**src/rtl/ptrt_pkg.sv**
```systemverilog
// Shared types and constants for the periodic task release timer.
package ptrt_pkg;

	// Slot count and derived widths
	localparam int TASK_COUNT = 8;
	localparam int SLOT_W     = (TASK_COUNT > 1) ? $clog2(TASK_COUNT) : 1;
	localparam int MASK_W     = 8;
	localparam int ACT_LANES  = (TASK_COUNT < MASK_W) ? TASK_COUNT : MASK_W;
	localparam int TIME_W     = 16;
	localparam int CNT_W      = 8;

	localparam logic [TIME_W-1:0] IDLE_COMPARE = 16'hFFFF;

	typedef enum logic [1:0] {
		REQ_REGISTER   = 2'd0,
		REQ_UNREGISTER = 2'd1,
		REQ_COMPARE    = 2'd2
	} req_type_t;

	typedef enum logic [1:0] {
		ST_OK          = 2'd0,
		ST_BOUNDS      = 2'd1,
		ST_ZERO_PERIOD = 2'd2,
		ST_BUSY        = 2'd3
	} status_t;

	// Controller to datapath commands
	typedef struct packed {
		logic load;
		logic step;
		logic commit;
	} dp_cmd_t;

	// Datapath to controller status
	typedef struct packed {
		logic last_slot;
	} dp_sts_t;

endpackage

```
**src/rtl/ptrt_if.sv**
```systemverilog
// Request and response channel interfaces of the release timer.
interface ptrt_req_if;
	logic        valid;
	logic        ready;
	logic [1:0]  req_type;
	logic [3:0]  task_index;
	logic [15:0] phase;
	logic [15:0] period;
	logic [7:0]  active_mask;

	modport source (output valid, req_type, task_index, phase, period, active_mask,
		input ready);
	modport sink (input valid, req_type, task_index, phase, period, active_mask,
		output ready);
endinterface

interface ptrt_rsp_if;
	logic        valid;
	logic        ready;
	logic [1:0]  status;
	logic [15:0] next_compare;
	logic [7:0]  released_mask;
	logic        sched_call;

	modport source (output valid, status, next_compare, released_mask, sched_call,
		input ready);
	modport sink (input valid, status, next_compare, released_mask, sched_call,
		output ready);
endinterface

```
**src/rtl/ptrt_ctrl.sv**
```systemverilog
// Controller state machine: accept, walk the slots for a compare, commit the result.
module ptrt_ctrl (
	input  logic              clk,
	input  logic              arst_n,
	input  logic              req_valid,
	input  logic [1:0]        req_type,
	output logic              req_ready,
	output logic              rsp_valid,
	input  logic              rsp_ready,
	output ptrt_pkg::dp_cmd_t cmd,
	input  ptrt_pkg::dp_sts_t sts
);
	import ptrt_pkg::*;

	typedef enum logic [2:0] {
		S_IDLE   = 3'b001,
		S_WALK   = 3'b010,
		S_FINISH = 3'b100
	} state_t;

	state_t state_q;
	state_t state_nxt;
	logic   rsp_valid_q;
	logic   out_free;

	assign out_free  = !rsp_valid_q || rsp_ready;
	assign req_ready = (state_q == S_IDLE);
	assign rsp_valid = rsp_valid_q;

	// Next state and commands
	always_comb begin
		state_nxt  = state_q;
		cmd.load   = 1'b0;
		cmd.step   = 1'b0;
		cmd.commit = 1'b0;
		unique case (state_q)
			S_IDLE: begin
				if (req_valid) begin
					cmd.load = 1'b1;
					if (req_type == REQ_COMPARE) begin
						state_nxt = S_WALK;
					end else begin
						state_nxt = S_FINISH;
					end
				end
			end
			S_WALK: begin
				cmd.step = 1'b1;
				if (sts.last_slot) begin
					state_nxt = S_FINISH;
				end
			end
			S_FINISH: begin
				if (out_free) begin
					cmd.commit = 1'b1;
					state_nxt  = S_IDLE;
				end
			end
			default: begin
				state_nxt = S_IDLE;
			end
		endcase
	end

	// Hold state and output valid
	always_ff @(posedge clk or negedge arst_n) begin
		if (!arst_n) begin
			state_q     <= S_IDLE;
			rsp_valid_q <= 1'b0;
		end else begin
			state_q     <= state_nxt;
			rsp_valid_q <= cmd.commit || (rsp_valid_q && !rsp_ready);
		end
	end

endmodule

```
**src/rtl/ptrt_dp.sv**
```systemverilog
// Datapath: slot tables, compare walk, and the result register.
module ptrt_dp (
	input  logic              clk,
	input  logic              arst_n,
	input  ptrt_pkg::dp_cmd_t cmd,
	output ptrt_pkg::dp_sts_t sts,
	input  logic [1:0]        req_type,
	input  logic [3:0]        task_index,
	input  logic [15:0]       phase,
	input  logic [15:0]       period,
	input  logic [7:0]        active_mask,
	output logic [1:0]        status,
	output logic [15:0]       next_compare,
	output logic [7:0]        released_mask,
	output logic              sched_call
);
	import ptrt_pkg::*;

	// Latched request
	logic [1:0]        type_q;
	logic [3:0]        idx_q;
	logic [15:0]       phase_q;
	logic [15:0]       period_q;
	logic [MASK_W-1:0] amask_q;

	// Slot tables
	logic [TASK_COUNT-1:0] in_use_q;
	logic [CNT_W-1:0]      act_q [TASK_COUNT];
	logic [TIME_W-1:0]     nr_q  [TASK_COUNT];
	logic [TIME_W-1:0]     per_q [TASK_COUNT];
	logic [TIME_W-1:0]     cur_q;

	// Walk state
	logic [SLOT_W-1:0] cnt_q;
	logic [MASK_W-1:0] rmask_q;
	logic              any_q;
	logic [TIME_W-1:0] best_q;
	logic              found_q;
	logic [SLOT_W-1:0] low_new_q;

	// Result register
	logic [1:0]        status_q;
	logic [TIME_W-1:0] nc_q;
	logic [MASK_W-1:0] rm_q;
	logic              call_q;

	logic [SLOT_W-1:0] slot_w;
	logic              idx_ok;
	logic [TIME_W-1:0] scaled_ph;
	logic [TIME_W-1:0] scaled_per;
	status_t           reg_status;
	logic              reg_ok;
	logic [TIME_W-1:0] cur_nr;
	logic              hit;
	logic [TIME_W-1:0] adv;
	logic              take;
	logic [TIME_W-1:0] walk_next;
	logic              act_found;
	logic [SLOT_W-1:0] low_act;
	logic              call_nxt;

	// Decode register request
	assign slot_w     = idx_q[SLOT_W-1:0];
	assign idx_ok     = int'(idx_q) < TASK_COUNT;
	assign scaled_ph  = {phase_q[13:0], 2'b00};
	assign scaled_per = {period_q[13:0], 2'b00};

	always_comb begin
		if (!idx_ok) begin
			reg_status = ST_BOUNDS;
		end else if (scaled_per == '0) begin
			reg_status = ST_ZERO_PERIOD;
		end else if (in_use_q[slot_w]) begin
			reg_status = ST_BUSY;
		end else begin
			reg_status = ST_OK;
		end
	end

	assign reg_ok = cmd.commit && (type_q == REQ_REGISTER) && (reg_status == ST_OK);

	// Examine the slot under the walk counter
	assign cur_nr    = nr_q[cnt_q];
	assign hit       = in_use_q[cnt_q] && (cur_nr == cur_q);
	assign adv       = hit ? (cur_nr + per_q[cnt_q]) : cur_nr;
	assign take      = in_use_q[cnt_q] && (!any_q || (adv < best_q));
	assign walk_next = any_q ? best_q : IDLE_COMPARE;

	assign sts.last_slot = (cnt_q == SLOT_W'(TASK_COUNT - 1));

	// Find the lowest active slot
	always_comb begin
		act_found = 1'b0;
		low_act   = '0;
		for (int j = ACT_LANES - 1; j >= 0; j--) begin
			if (amask_q[j]) begin
				act_found = 1'b1;
				low_act   = SLOT_W'(j);
			end
		end
	end

	assign call_nxt = !act_found || (found_q && (low_new_q < low_act));

	// Latch the request
	always_ff @(posedge clk) begin
		if (cmd.load) begin
			type_q   <= req_type;
			idx_q    <= task_index;
			phase_q  <= phase;
			period_q <= period;
			amask_q  <= active_mask;
		end
	end

	// Advance the walk
	always_ff @(posedge clk or negedge arst_n) begin
		if (!arst_n) begin
			cnt_q     <= '0;
			rmask_q   <= '0;
			any_q     <= 1'b0;
			best_q    <= '0;
			found_q   <= 1'b0;
			low_new_q <= '0;
		end else if (cmd.load) begin
			cnt_q   <= '0;
			rmask_q <= '0;
			any_q   <= 1'b0;
			found_q <= 1'b0;
		end else if (cmd.step) begin
			cnt_q <= cnt_q + SLOT_W'(1);
			for (int j = 0; j < MASK_W; j++) begin
				if (hit && (int'(cnt_q) == j)) begin
					rmask_q[j] <= 1'b1;
				end
			end
			if (hit && !found_q) begin
				found_q   <= 1'b1;
				low_new_q <= cnt_q;
			end
			if (take) begin
				any_q  <= 1'b1;
				best_q <= adv;
			end
		end
	end

	// Update release times and periods
	always_ff @(posedge clk) begin
		if (cmd.step && hit) begin
			nr_q[cnt_q] <= adv;
		end else if (reg_ok) begin
			nr_q[slot_w]  <= scaled_ph;
			per_q[slot_w] <= scaled_per;
		end
	end

	// Update occupancy and activation counts
	always_ff @(posedge clk or negedge arst_n) begin
		if (!arst_n) begin
			in_use_q <= '0;
			for (int i = 0; i < TASK_COUNT; i++) begin
				act_q[i] <= '0;
			end
		end else if (cmd.step && hit) begin
			act_q[cnt_q] <= act_q[cnt_q] + CNT_W'(1);
		end else if (reg_ok) begin
			in_use_q[slot_w] <= 1'b1;
			act_q[slot_w]    <= '0;
		end else if (cmd.commit && (type_q == REQ_UNREGISTER) && idx_ok) begin
			in_use_q[slot_w] <= 1'b0;
		end
	end

	// Hold the compare time
	always_ff @(posedge clk or negedge arst_n) begin
		if (!arst_n) begin
			cur_q <= '0;
		end else if (cmd.commit && (type_q == REQ_COMPARE)) begin
			cur_q <= walk_next;
		end
	end

	// Load the result register
	always_ff @(posedge clk) begin
		if (cmd.commit) begin
			unique case (type_q)
				REQ_REGISTER: begin
					status_q <= reg_status;
					nc_q     <= cur_q;
					rm_q     <= '0;
					call_q   <= 1'b0;
				end
				REQ_UNREGISTER: begin
					status_q <= idx_ok ? ST_OK : ST_BOUNDS;
					nc_q     <= cur_q;
					rm_q     <= '0;
					call_q   <= 1'b0;
				end
				REQ_COMPARE: begin
					status_q <= ST_OK;
					nc_q     <= walk_next;
					rm_q     <= rmask_q;
					call_q   <= call_nxt;
				end
				default: begin
					status_q <= ST_OK;
					nc_q     <= cur_q;
					rm_q     <= '0;
					call_q   <= 1'b0;
				end
			endcase
		end
	end

	assign status        = status_q;
	assign next_compare  = nc_q;
	assign released_mask = rm_q;
	assign sched_call    = call_q;

endmodule

```
**src/rtl/periodic_task_release_timer_top.sv**
```systemverilog
// Top level of the periodic task release timer.
// Register, unregister and unused requests pass from accept to the result commit without a walk.
// A compare event is accepted, then walks the eight slots in turn through the
// shared add and compare unit, then commits the result.
// A new request waits for the last result to commit, which output stalls delay.
// Reset clears slot occupancy, activation counts and the compare time to zero.
module periodic_task_release_timer_top (
	input logic        clk,
	input logic        arst_n,
	ptrt_req_if.sink   req,
	ptrt_rsp_if.source rsp
);
	import ptrt_pkg::*;

	dp_cmd_t cmd;
	dp_sts_t sts;

	// Controller
	ptrt_ctrl u_ctrl (
		.clk       (clk),
		.arst_n    (arst_n),
		.req_valid (req.valid),
		.req_type  (req.req_type),
		.req_ready (req.ready),
		.rsp_valid (rsp.valid),
		.rsp_ready (rsp.ready),
		.cmd       (cmd),
		.sts       (sts)
	);

	// Datapath
	ptrt_dp u_dp (
		.clk           (clk),
		.arst_n        (arst_n),
		.cmd           (cmd),
		.sts           (sts),
		.req_type      (req.req_type),
		.task_index    (req.task_index),
		.phase         (req.phase),
		.period        (req.period),
		.active_mask   (req.active_mask),
		.status        (rsp.status),
		.next_compare  (rsp.next_compare),
		.released_mask (rsp.released_mask),
		.sched_call    (rsp.sched_call)
	);

endmodule

```
**src/flat_wrapper.sv**
```systemverilog
// flat-port wrapper written by rule: the top's interface ports become plain ports
module periodic_task_release_timer_top_flat import ptrt_pkg::*;
  (clk, arst_n, req_valid, req_req_type, req_task_index, req_phase, req_period, req_active_mask, req_ready, rsp_valid, rsp_status, rsp_next_compare, rsp_released_mask, rsp_sched_call, rsp_ready);
  ptrt_req_if req_i ();
  ptrt_rsp_if rsp_i ();
  input logic clk;
  input logic arst_n;
  input wire logic [$bits(req_i.valid)-1:0] req_valid;
  input wire logic [$bits(req_i.req_type)-1:0] req_req_type;
  input wire logic [$bits(req_i.task_index)-1:0] req_task_index;
  input wire logic [$bits(req_i.phase)-1:0] req_phase;
  input wire logic [$bits(req_i.period)-1:0] req_period;
  input wire logic [$bits(req_i.active_mask)-1:0] req_active_mask;
  output wire logic [$bits(req_i.ready)-1:0] req_ready;
  output wire logic [$bits(rsp_i.valid)-1:0] rsp_valid;
  output wire logic [$bits(rsp_i.status)-1:0] rsp_status;
  output wire logic [$bits(rsp_i.next_compare)-1:0] rsp_next_compare;
  output wire logic [$bits(rsp_i.released_mask)-1:0] rsp_released_mask;
  output wire logic [$bits(rsp_i.sched_call)-1:0] rsp_sched_call;
  input wire logic [$bits(rsp_i.ready)-1:0] rsp_ready;
  assign req_i.valid = req_valid;
  assign req_i.req_type = req_req_type;
  assign req_i.task_index = req_task_index;
  assign req_i.phase = req_phase;
  assign req_i.period = req_period;
  assign req_i.active_mask = req_active_mask;
  assign req_ready = req_i.ready;
  assign rsp_valid = rsp_i.valid;
  assign rsp_status = rsp_i.status;
  assign rsp_next_compare = rsp_i.next_compare;
  assign rsp_released_mask = rsp_i.released_mask;
  assign rsp_sched_call = rsp_i.sched_call;
  assign rsp_i.ready = rsp_ready;
  periodic_task_release_timer_top u_core (.clk(clk), .arst_n(arst_n), .req(req_i), .rsp(rsp_i));
endmodule
```
**config.mk**
```make
export PLATFORM = sky130hd
export DESIGN_NAME = periodic_task_release_timer_top_flat
export DESIGN_NICKNAME = d
export VERILOG_FILES = /design/src/rtl/ptrt_pkg.sv /design/src/rtl/ptrt_if.sv /design/src/rtl/ptrt_ctrl.sv /design/src/rtl/ptrt_dp.sv /design/src/rtl/periodic_task_release_timer_top.sv /design/src/flat_wrapper.sv
export SDC_FILE = /design/constraint.sdc
export NUM_CORES = 1
export LEC_CHECK = 0
export BUFFER_PORTS_ARGS = -buffer_cell sky130_fd_sc_hd__buf_2
export CELL_PAD_IN_SITES_DETAIL_PLACEMENT = 0
export CELL_PAD_IN_SITES_GLOBAL_PLACEMENT = 1
export CORE_MARGIN = 3
export CORE_UTILIZATION = 47
export CTS_CLUSTER_DIAMETER = 200
export DETAILED_ROUTE_END_ITERATION = 8
export HOLD_SLACK_MARGIN = 0.12
export PLACE_DENSITY = 0.73
export SETUP_SLACK_MARGIN = 0.2
export SLEW_MARGIN = 20
export SYNTH_ARGS = -nofsm -noshare
export SYNTH_HDL_FRONTEND = slang
export SYNTH_SLANG_ARGS = --single-unit
```
**constraint.sdc**
```tcl
create_clock -name clk -period 5.65 [get_ports clk]
set_clock_uncertainty 0.05 [all_clocks]
set_input_delay 0.2825 -clock clk [delete_from_list [all_inputs] [get_ports clk]]
set_output_delay 0.2825 -clock clk [all_outputs]
set_load 0.05 [all_outputs]
```
==> results.rst, run 1 <==
.. list-table::
   :header-rows: 1

   * - Metric
     - Value
   * - Run status
     - finished clean
   * - Most frequent cells after synthesis
     - sky130_fd_sc_hd__edfxtp_1 (309), sky130_fd_sc_hd__nand2_1 (127), sky130_fd_sc_hd__nor2_1 (66)
   * - Max-cap check violation count
     - 0
   * - Total number of yosys warnings
     - 0
   * - Site Rows
     - 67
   * - Area of the placeable core
     - roughly 34000 um^2
   * - Internal power consumption
     - 0.00592 W
   * - Cell chain of the critical path
     - buf_12 > buf_12 > inv_1 > mux4_2 > inv_1 > ha_1 > a21o_1 > a21o_1 > a31oi_1 > o21bai_1 > xnor2_1 > nor3_1 > or2_2 > ha_1 > a21o_1 > a21o_1 > a221o_1 > a221o_1 > or2_4 > o31a_1
   * - Mean cell area of the mapped netlist
     - around 15 um^2
   * - Cell occurring most often along the worst timing path
     - sky130_fd_sc_hd__a21o_1
   * - Final Hold Violating Endpoints
     - 0
   * - Crit path max fanout
     - 31
   * - Syn Inst Count
     - 1115
   * - Die area
     - 36800 um^2
   * - Area added between synthesis and finish
     - 20.5%
   * - Number of antenna diodes
     - 0
   * - Total vias in the final route
     - slightly above 10000
   * - CTS tree
     - done
   * - Top-count cell post-synth
     - sky130_fd_sc_hd__edfxtp_1
   * - Async set-or-reset flop fraction in the synthesized netlist
     - 16.3%
   * - Power share of the combinational group
     - between 30 and 40%
   * - EDFF count, synth
     - a little over 300
   * - Via-per-instance ratio
     - between 5 and 6
   * - Area contributors post-synth
     - sky130_fd_sc_hd__edfxtp_1 (57%), sky130_fd_sc_hd__dfrtp_1 (9.1%), sky130_fd_sc_hd__mux4_2 (6.4%)
   * - Util after Layout
     - just under 60%
   * - Min cycle time layout
     - 5.16 ns
   * - Number of cells in the finished layout apart from fillers
     - 1810
   * - Flip-flop and latch count after synthesis
     - 369
   * - Total routed wirelength
     - 39800 um
   * - Area of the mapped netlist
     - approximately 16000 um^2
   * - Capturing element type of the critical path
     - flop
   * - Share of the clock period used by the worst path
     - 91.4%
   * - Final Hold Slack
     - 0.395 ns
   * - Overall track demand over capacity in global routing
     - between 20 and 25%
   * - Initial Utilization
     - about half
   * - Depth of the CTS H-tree
     - 2
   * - Root cell of the clock tree
     - sky130_fd_sc_hd__clkbuf_16
   * - Leak pwr
     - 7.29 nW
   * - Maximum frequency from static timing analysis
     - 0.194 GHz
   * - Clock transition at the registers of the reported paths
     - 0.06 ns
   * - Pin count of the biggest net entering global routing
     - 61
   * - Global-route wire length before repair
     - 60000 um
   * - Number of placed instances, taps included
     - 1680
   * - TritonCTS Buffers
     - 39
   * - Slowest stage cell on the critical path
     - sky130_fd_sc_hd__mux4_2
   * - ANT nets after route
     - 0
   * - Setup Viol. Count Final
     - 0
   * - Drc violations
     - 0
   * - Chip Height
     - 192 um
   * - Routed length per placed instance
     - 22.0 um
   * - Number of global-route vias before repair
     - 10127
   * - Top-Level Pins
     - 79
   * - Share of the synthesized area in the top cell type
     - approximately 57%
   * - Reg power frac
     - 41.0%
   * - Final-stage net count
     - 1421
   * - VDD IR-drop max
     - ~0.29 mV
   * - Register area share after synthesis
     - 66.4%
   * - Number of inserted filler cells in the final layout
     - ~2700
   * - CP Data Required Time
     - 6.03 ns
   * - Sum of net half-perimeters after detailed placement
     - around 27000 um
   * - DRC marker count from the first detailed-route iteration
     - 736
   * - Number of distinct standard cells referenced by the synthesized netlist
     - 74
   * - Rel. slew slack
     - 27.7%
   * - Number of buffer cells added on primary ports
     - 74
   * - First-pass iteration count of the detailed router
     - 5
   * - Clock network fraction of design power
     - 28.1%
   * - Power Dens Cells
     - 452 nW/um^2
   * - Switching component of the power
     - 0.00292 W
   * - Class of the most critical setup path
     - flop to flop
   * - Unrepaired setup endpoints after global routing
     - no
   * - Startpoint class of the critical path
     - flop
   * - Number of clock sinks
     - 369
   * - Arrival time worst endpoint
     - 5.55 ns
   * - Total congestion overflow
     - 0
   * - Synth Flop Type
     - sky130_fd_sc_hd__edfxtp_1
   * - Class of the worst hold path
     - input pin to flop
   * - Sum of negative setup slack
     - 0 ns
   * - Maximum number of buffers from clock root to sink
     - 3
   * - Fraction of layout instances using a drive strength above 1
     - 24.2%
   * - Transition time at the pin with the least slew margin
     - ~1.1 ns
   * - Switching Fraction
     - about a third
   * - Initial antenna violation count
     - 0
   * - Floorplan die width
     - 192 um
   * - Pins Over Slew Limit
     - 0
   * - Final weighted congestion of routability-driven global placement
     - approximately 0.86
   * - Clock latency of the later-clocked register in the worst-skew pair
     - between 0.5 and 0.6 ns
   * - Cell type with the highest aggregate area in the netlist
     - sky130_fd_sc_hd__edfxtp_1
   * - Biggest cell delay along the critical path
     - 0.61 ns
   * - Sum of internal, switching and leakage power
     - roughly 0.0088 W
   * - Post-Synthesis Net Count
     - 1202
[cell families (layout without fill, tap and decap cells)]
family                     count (synthesis)  count (layout)  share of synthesized area [%]
and+or+nand+nor                          324             324                           10.1
xor gates and xnor gates                  17              17                          0.917
AOI/OAI and AO/OA                        193             193                           7.63
adders and majority gates                 37              37                           2.90
buffers and inverters                     87             334                           2.51
DFF                                      369             369                           66.4
muxes                                     88              88                           9.53
[flip-flops by register name, indices dropped and copies added (netlist names), 2 cells and up, named ones only]
| name | cells |
|---|---|
| u_core.u_dp.idx_q | 4 |
| u_core.u_dp.next_compare | 16 |
| u_core.u_dp.rmask_q | 8 |
| u_core.u_dp.low_new_q | 3 |
| u_core.u_dp.best_q | 16 |
| u_core.u_ctrl.state_q | 3 |
| u_core.u_dp.type_q | 2 |
| u_core.u_dp.per_q | 112 |
| u_core.u_dp.cur_q | 16 |
| u_core.u_dp.nr_q | 128 |
| u_core.u_dp.phase_q | 14 |
| u_core.u_dp.amask_q | 8 |
| u_core.u_dp.cnt_q | 3 |
| u_core.u_dp.period_q | 14 |
| u_core.u_dp.status | 2 |
| u_core.u_dp.released_mask | 8 |
[metal layers]
| layer | vias to the layer above | routed length (um) | GRT usage (%) |
|---|---|---|---|
| li1 | 4714 | - | - |
| met3 | 58 | 2350 | 4.23 |
| met4 | 0 | 1030 | 6.55 |
| met5 | - | 0 | 0 |
| met1 | 5100 | 17200 | 30.4 |
| met2 | 279 | 19200 | 35.7 |
[timing repair]
action / in CTS / in global routing
buffers inserted: 0 / 16
hold buffers: 45 / 0
endpoints found under the hold margin: 105 / 0
pin swaps: 0 / 1
endpoints found under the setup margin: 1 / 17
gates resized for setup: 1 / 15
[path summary, 6_finish.rpt]
| path | start | endpoint | slack (ns) | depth (start not counted) |
|---|---|---|---|---|
| min reg2reg | u_core.u_ctrl.state_q[2] | u_core.u_ctrl.state_q[1] | 0.42 | 1 |
| max reg2reg | u_core.u_dp.cnt_q[1] | u_core.u_dp.best_q[13] | 0.49 | 20 |
| max in group asynchronous | arst_n | u_core.u_dp.cnt_q[0] | 4.43 | 3 |
| min | req_phase[2] | u_core.u_dp.phase_q[2] | 0.40 | 2 |
| min in group asynchronous | arst_n | u_core.u_dp.cur_q[3] | 0.42 | 3 |
| max | u_core.u_dp.cnt_q[1] | u_core.u_dp.best_q[13] | 0.49 | 20 |
[cell usage in the layout (no fill, tap or decap), drive strengths merged, types with 3 or more instances in the layout]
| cell type | netlist | routed |
|---|---|---|
| a21o | 8 | 8 |
| mux2i | 30 | 30 |
| a22o | 9 | 9 |
| nor2b | 27 | 27 |
| xor2 | 5 | 5 |
| clkinv | 1 | 16 |
| mux4 | 51 | 51 |
| nor2 | 67 | 67 |
| buf | 20 | 178 |
| a221o | 3 | 3 |
| nor3 | 16 | 16 |
| a21oi | 24 | 24 |
| a2111oi | 4 | 4 |
| mux2 | 7 | 7 |
| edfxtp | 309 | 309 |
| ha | 36 | 36 |
| dlygate4sd3 | 0 | 45 |
| nand4 | 16 | 16 |
| or2 | 4 | 4 |
| bufinv | 0 | 3 |
| and2 | 10 | 10 |
| or3b | 3 | 3 |
| o21ai | 70 | 70 |
| nand2b | 8 | 8 |
| inv | 40 | 43 |
| xnor2 | 12 | 12 |
| and4 | 7 | 7 |
| clkbuf | 26 | 47 |
| o21a | 9 | 9 |
| o31ai | 7 | 7 |
| o41ai | 8 | 8 |
| a31oi | 26 | 26 |
| nand3b | 3 | 3 |
| nand2 | 127 | 127 |
| nor4 | 9 | 9 |
| nand3 | 13 | 13 |
| o21bai | 8 | 8 |
| nor4b | 4 | 4 |
| dfrtp | 59 | 59 |
[critical path, delay by kind of cell (launching register included)]
kind                       cells  cell delay (ns)
AOI/OAI and AO/OA              9             1.92
DFF                            1             0.50
buffers and inverters          4             0.58
and+or+nand+nor                3             0.64
muxes                          1             0.61
adders and majority gates      2             0.55
xor gates and xnor gates       1             0.16
[power by group through the flow]
stage | Sequential [W] | Clock [W] | Combinational (W)
2_1_floorplan | 0.00364 | 0 | 0.00167
3_3_place_gp | 0.00368 | 0 | 0.00255
3_5_place_dp | 0.00369 | 0 | 0.00259
4_1_cts | 0.00364 | 0.00253 | 0.00263
5_1_grt | 0.00366 | 0.00265 | 0.00300
6_report | 0.00363 | 0.00248 | 0.00273
[layout make-up]
type                            instances  area [um^2]  share of cell area (%)
Clock buffer                           46         1010                    5.18
Clock inverter                         23          225                    1.15
Inverter                               41          154                   0.787
Multi-Input combinational cell        659         5160                    26.4
Sequential cell                       369        10800                    55.2
Tap cell                              448          561                    2.87
Timing Repair Buffer                  224         1650                    8.44
[stage by stage]
stage	setup WS, ns	cell area [um^2]
floorplan	0.237	16200
global placement	0.222	17700
detailed placement	0.211	17700
CTS	0.254	19400
global route	0.232	19600
finish	0.487	19600
(Power assumes the default switching activity.)
==> run 2, diff against run 1 <==
HOLD_SLACK_MARGIN = 0.03   (was 0.12)
PLACE_DENSITY = 0.82   (was 0.73)
==> results.rst, run 2 (synthesis results as in run 1) <==
.. list-table::
   :header-rows: 1

   * - Metric
     - Value
   * - Number of antenna diodes
     - 0 (unchanged)
   * - Switching Fraction
     - 32.7% (-0.26 points)
   * - Number of global-route vias before repair
     - 10303 (+1.7%)
   * - Sum of net half-perimeters after detailed placement
     - 26800 um (-1.4%)
   * - Die area
     - 36800 um^2 (unchanged)
   * - Pins Over Slew Limit
     - 0 (unchanged)
   * - ANT nets after route
     - 0 (unchanged)
   * - Number of flip-flops under the largest register name
     - 128 (unchanged)
   * - Most common cell after layout, fill and taps aside
     - sky130_fd_sc_hd__edfxtp_1
   * - Biggest cell delay along the critical path
     - 0.54 ns (-0.07 ns)
   * - Share of the clock period used by the worst path
     - 91.6% (+0.26 points)
   * - Switching component of the power
     - 0.00290 W (-0.55%)
   * - Root cell of the clock tree
     - sky130_fd_sc_hd__clkbuf_16
   * - Number of clock sinks
     - 369 (unchanged)
   * - Setup Viol. Count Final
     - 0 (unchanged)
   * - TritonCTS Buffers
     - 39 (unchanged)
   * - Global-route wire length before repair
     - 60500 um (+0.79%)
   * - Overall track demand over capacity in global routing
     - 22.0% (-0.040 points)
   * - Area of the placeable core
     - 33800 um^2 (unchanged)
   * - Max-cap check violation count
     - 0 (unchanged)
   * - Rel. slew slack
     - 36.3% (+8.6 points)
   * - Origin of the worst setup path
     - u_core.u_dp.cnt_q[2]
   * - Power share of the combinational group
     - 31.6% (+0.7 points)
   * - Leading cell types in the layout, fill and taps excluded
     - sky130_fd_sc_hd__edfxtp_1 (309), sky130_fd_sc_hd__nand2_1 (127), sky130_fd_sc_hd__buf_4 (107)
   * - Chip Height
     - 192 um (unchanged)
   * - Final Hold Violating Endpoints
     - 0 (unchanged)
   * - Critical register-to-register path endpoint
     - u_core.u_dp.best_q[13]
   * - CTS tree
     - done
   * - Top reg by flops
     - u_core.u_dp.nr_q
   * - Top-Level Pins
     - 79 (unchanged)
   * - Reg2Reg Setup Slack
     - 0.47 ns (about the same)
   * - VDD IR-drop max
     - 0.286 mV (-2.4%)
   * - Pin count of the biggest net entering global routing
     - 61 (unchanged)
   * - Unrepaired setup endpoints after global routing
     - no
   * - Transition time at the pin with the least slew margin
     - 0.953 ns (-0.131 ns)
   * - Placed instance area
     - 17800 um^2 (+0.99%)
   * - Depth of the CTS H-tree
     - 2 (unchanged)
   * - Last element of the critical path
     - u_core.u_dp.best_q[13]
   * - Cell chain of the critical path
     - buf_4 > mux4_2 > nor2_4 > nor2_1 > ha_1 > fa_1 > a21oi_1 > o21ai_0 > a21oi_1 > buf_4 > o21a_1 > xnor2_1 > nand4_1 > nand2_1 > ha_1 > and4_1 > a221o_1 > a221o_1 > or2_4 > o31a_1
   * - Class of the most critical setup path
     - flop to flop
   * - Power Dens Cells
     - 452 nW/um^2 (about the same)
   * - Total routed wirelength
     - 39900 um (+0.19%)
   * - Final weighted congestion of routability-driven global placement
     - 0.897 (+4.2%)
   * - Startpoint class of the critical path
     - flop
   * - Clock network fraction of design power
     - 27.4% (-0.7 points)
   * - Start of the worst register-to-register path
     - u_core.u_dp.cnt_q[2]
   * - Number of buffer cells added on primary ports
     - 74 (unchanged)
   * - DRC marker count from the first detailed-route iteration
     - 925 (+26%)
   * - Initial Utilization
     - 48.1% (unchanged)
   * - Floorplan die width
     - 192 um (unchanged)
   * - Maximum number of buffers from clock root to sink
     - 3 (unchanged)
   * - Via-per-instance ratio
     - 5.64 (+0.56%)
   * - Arrival time worst endpoint
     - 5.55 ns (about the same)
   * - Drc violations
     - 0 (unchanged)
   * - Slowest stage cell on the critical path
     - sky130_fd_sc_hd__mux4_2
   * - Final design area excluding fillers
     - 19600 um^2 (+0.31%)
   * - Run status
     - finished clean
   * - R2R cell count
     - 20 (unchanged)
   * - Class of the worst hold path
     - input pin to flop
   * - Clock latency of the later-clocked register in the worst-skew pair
     - 0.53 ns (-0.02 ns)
   * - First-pass iteration count of the detailed router
     - 5 (unchanged)
   * - Maximum frequency from static timing analysis
     - 0.193 GHz (-0.28%)
   * - Total vias in the final route
     - 10270 (+1.2%)
   * - Initial antenna violation count
     - 0 (unchanged)
   * - Site Rows
     - 67 (unchanged)
   * - Total congestion overflow
     - 0 (unchanged)
   * - Number of inserted filler cells in the final layout
     - 2574 (-3.0%)
   * - Final-stage net count
     - 1431 (+0.70%)
   * - Internal power consumption
     - 0.00596 W (+0.65%)
   * - Largest registers
     - u_core.u_dp.nr_q x128, u_core.u_dp.per_q x112
   * - CP Data Required Time
     - 6.02 ns (about the same)
   * - Clock transition at the registers of the reported paths
     - 0.06 ns (about the same)
   * - Crit path max fanout
     - 9 (-71%)
   * - Leak pwr
     - 7.30 nW (+0.20%)
   * - Sum of negative setup slack
     - 0 ns (unchanged)
   * - Reg power frac
     - 40.9% (about the same)
   * - Min cycle time layout
     - 5.18 ns (+0.0146 ns)
   * - Capturing element type of the critical path
     - flop
   * - Routed length per placed instance
     - 21.9 um (-0.41%)
   * - Area added between synthesis and finish
     - 20.8%
   * - Fraction of layout instances using a drive strength above 1
     - 24.3% (+0.098 points)
run 2: power by group through the flow:
stage / Combinational, W / Sequential (W) / Clock (W)
floorplan: 0.00167 / 0.00364 / 0
global placement: 0.00264 / 0.00367 / 0
detailed placement: 0.00269 / 0.00368 / 0
finish: 0.00280 / 0.00363 / 0.00243
global route: 0.00306 / 0.00365 / 0.00258
CTS: 0.00273 / 0.00363 / 0.00247
run 2: cell type report:
| type | count | area, um^2 | share of cell area (%) |
|---|---|---|---|
| Clock buffer | 46 | 1000 | 5.11 |
| Clock inverter | 24 | 205 | 1.05 |
| Inverter | 41 | 154 | 0.785 |
| Multi-Input combinational cell | 659 | 5130 | 26.1 |
| Sequential cell | 369 | 10800 | 55.0 |
| Tap cell | 448 | 561 | 2.86 |
| Timing Repair Buffer | 234 | 1780 | 9.05 |
run 2: worst min path at each step:
stage               slack, ns  cells after the start           start                       end
global route             0.41                      2   req_period[4]   u_core.u_dp.period_q[4]
floorplan               -0.06                      0          arst_n                 async pin
CTS                      0.39                      2   req_period[8]   u_core.u_dp.period_q[8]
detailed placement       0.41                      1   req_period[0]   u_core.u_dp.period_q[0]
finish                   0.41                      2  req_period[10]  u_core.u_dp.period_q[10]
global placement         0.41                      1    req_phase[6]    u_core.u_dp.phase_q[6]
run 2: routing by layer:
layer / vias up / routed length (um) / GRT usage [%] / part of all wire, %
met1: 5138 / 16900 / 30.3 / 42
met3: 60 / 2310 / 2.99 / 5.8
met4: 0 / 986 / 6.24 / 2.5
met5: - / 0 / 0 / 0
li1: 4748 / - / - / -
met2: 324 / 19700 / 36.7 / 49
run 2: per-stage QoR:
step	power (W)	hold WS (ns)	std cells	utilization, %	worst slack, ns
floorplan	0.00530	-0.0631	1115	-	0.237
global placement	0.00631	0.409	1700	52.8	0.231
detailed placement	0.00637	0.411	1700	52.8	0.188
CTS	0.00883	0.393	1815	57.7	0.229
global route	0.00929	0.410	1821	58.1	0.227
finish	0.00886	0.408	1821	58.1	0.472
run 2: repair_timing:
action                                  4_1_cts  5_1_grt
gates resized for setup                       1       12
hold endpoints to repair                    103        0
hold buffers                                 45        0
gates cloned                                  0        1
buffers inserted                              0        5
endpoints found under the setup margin        1       17
run 2: worst max-delay path: cells and delay by family, from the launching register on:
family / cells / cell delay, ns
compound gates: 7 / 1.54
xor+xnor: 1 / 0.14
fa+ha+maj: 3 / 0.90
buf+inv: 2 / 0.31
flops: 1 / 0.53
mux: 1 / 0.54
simple gates: 6 / 1.04
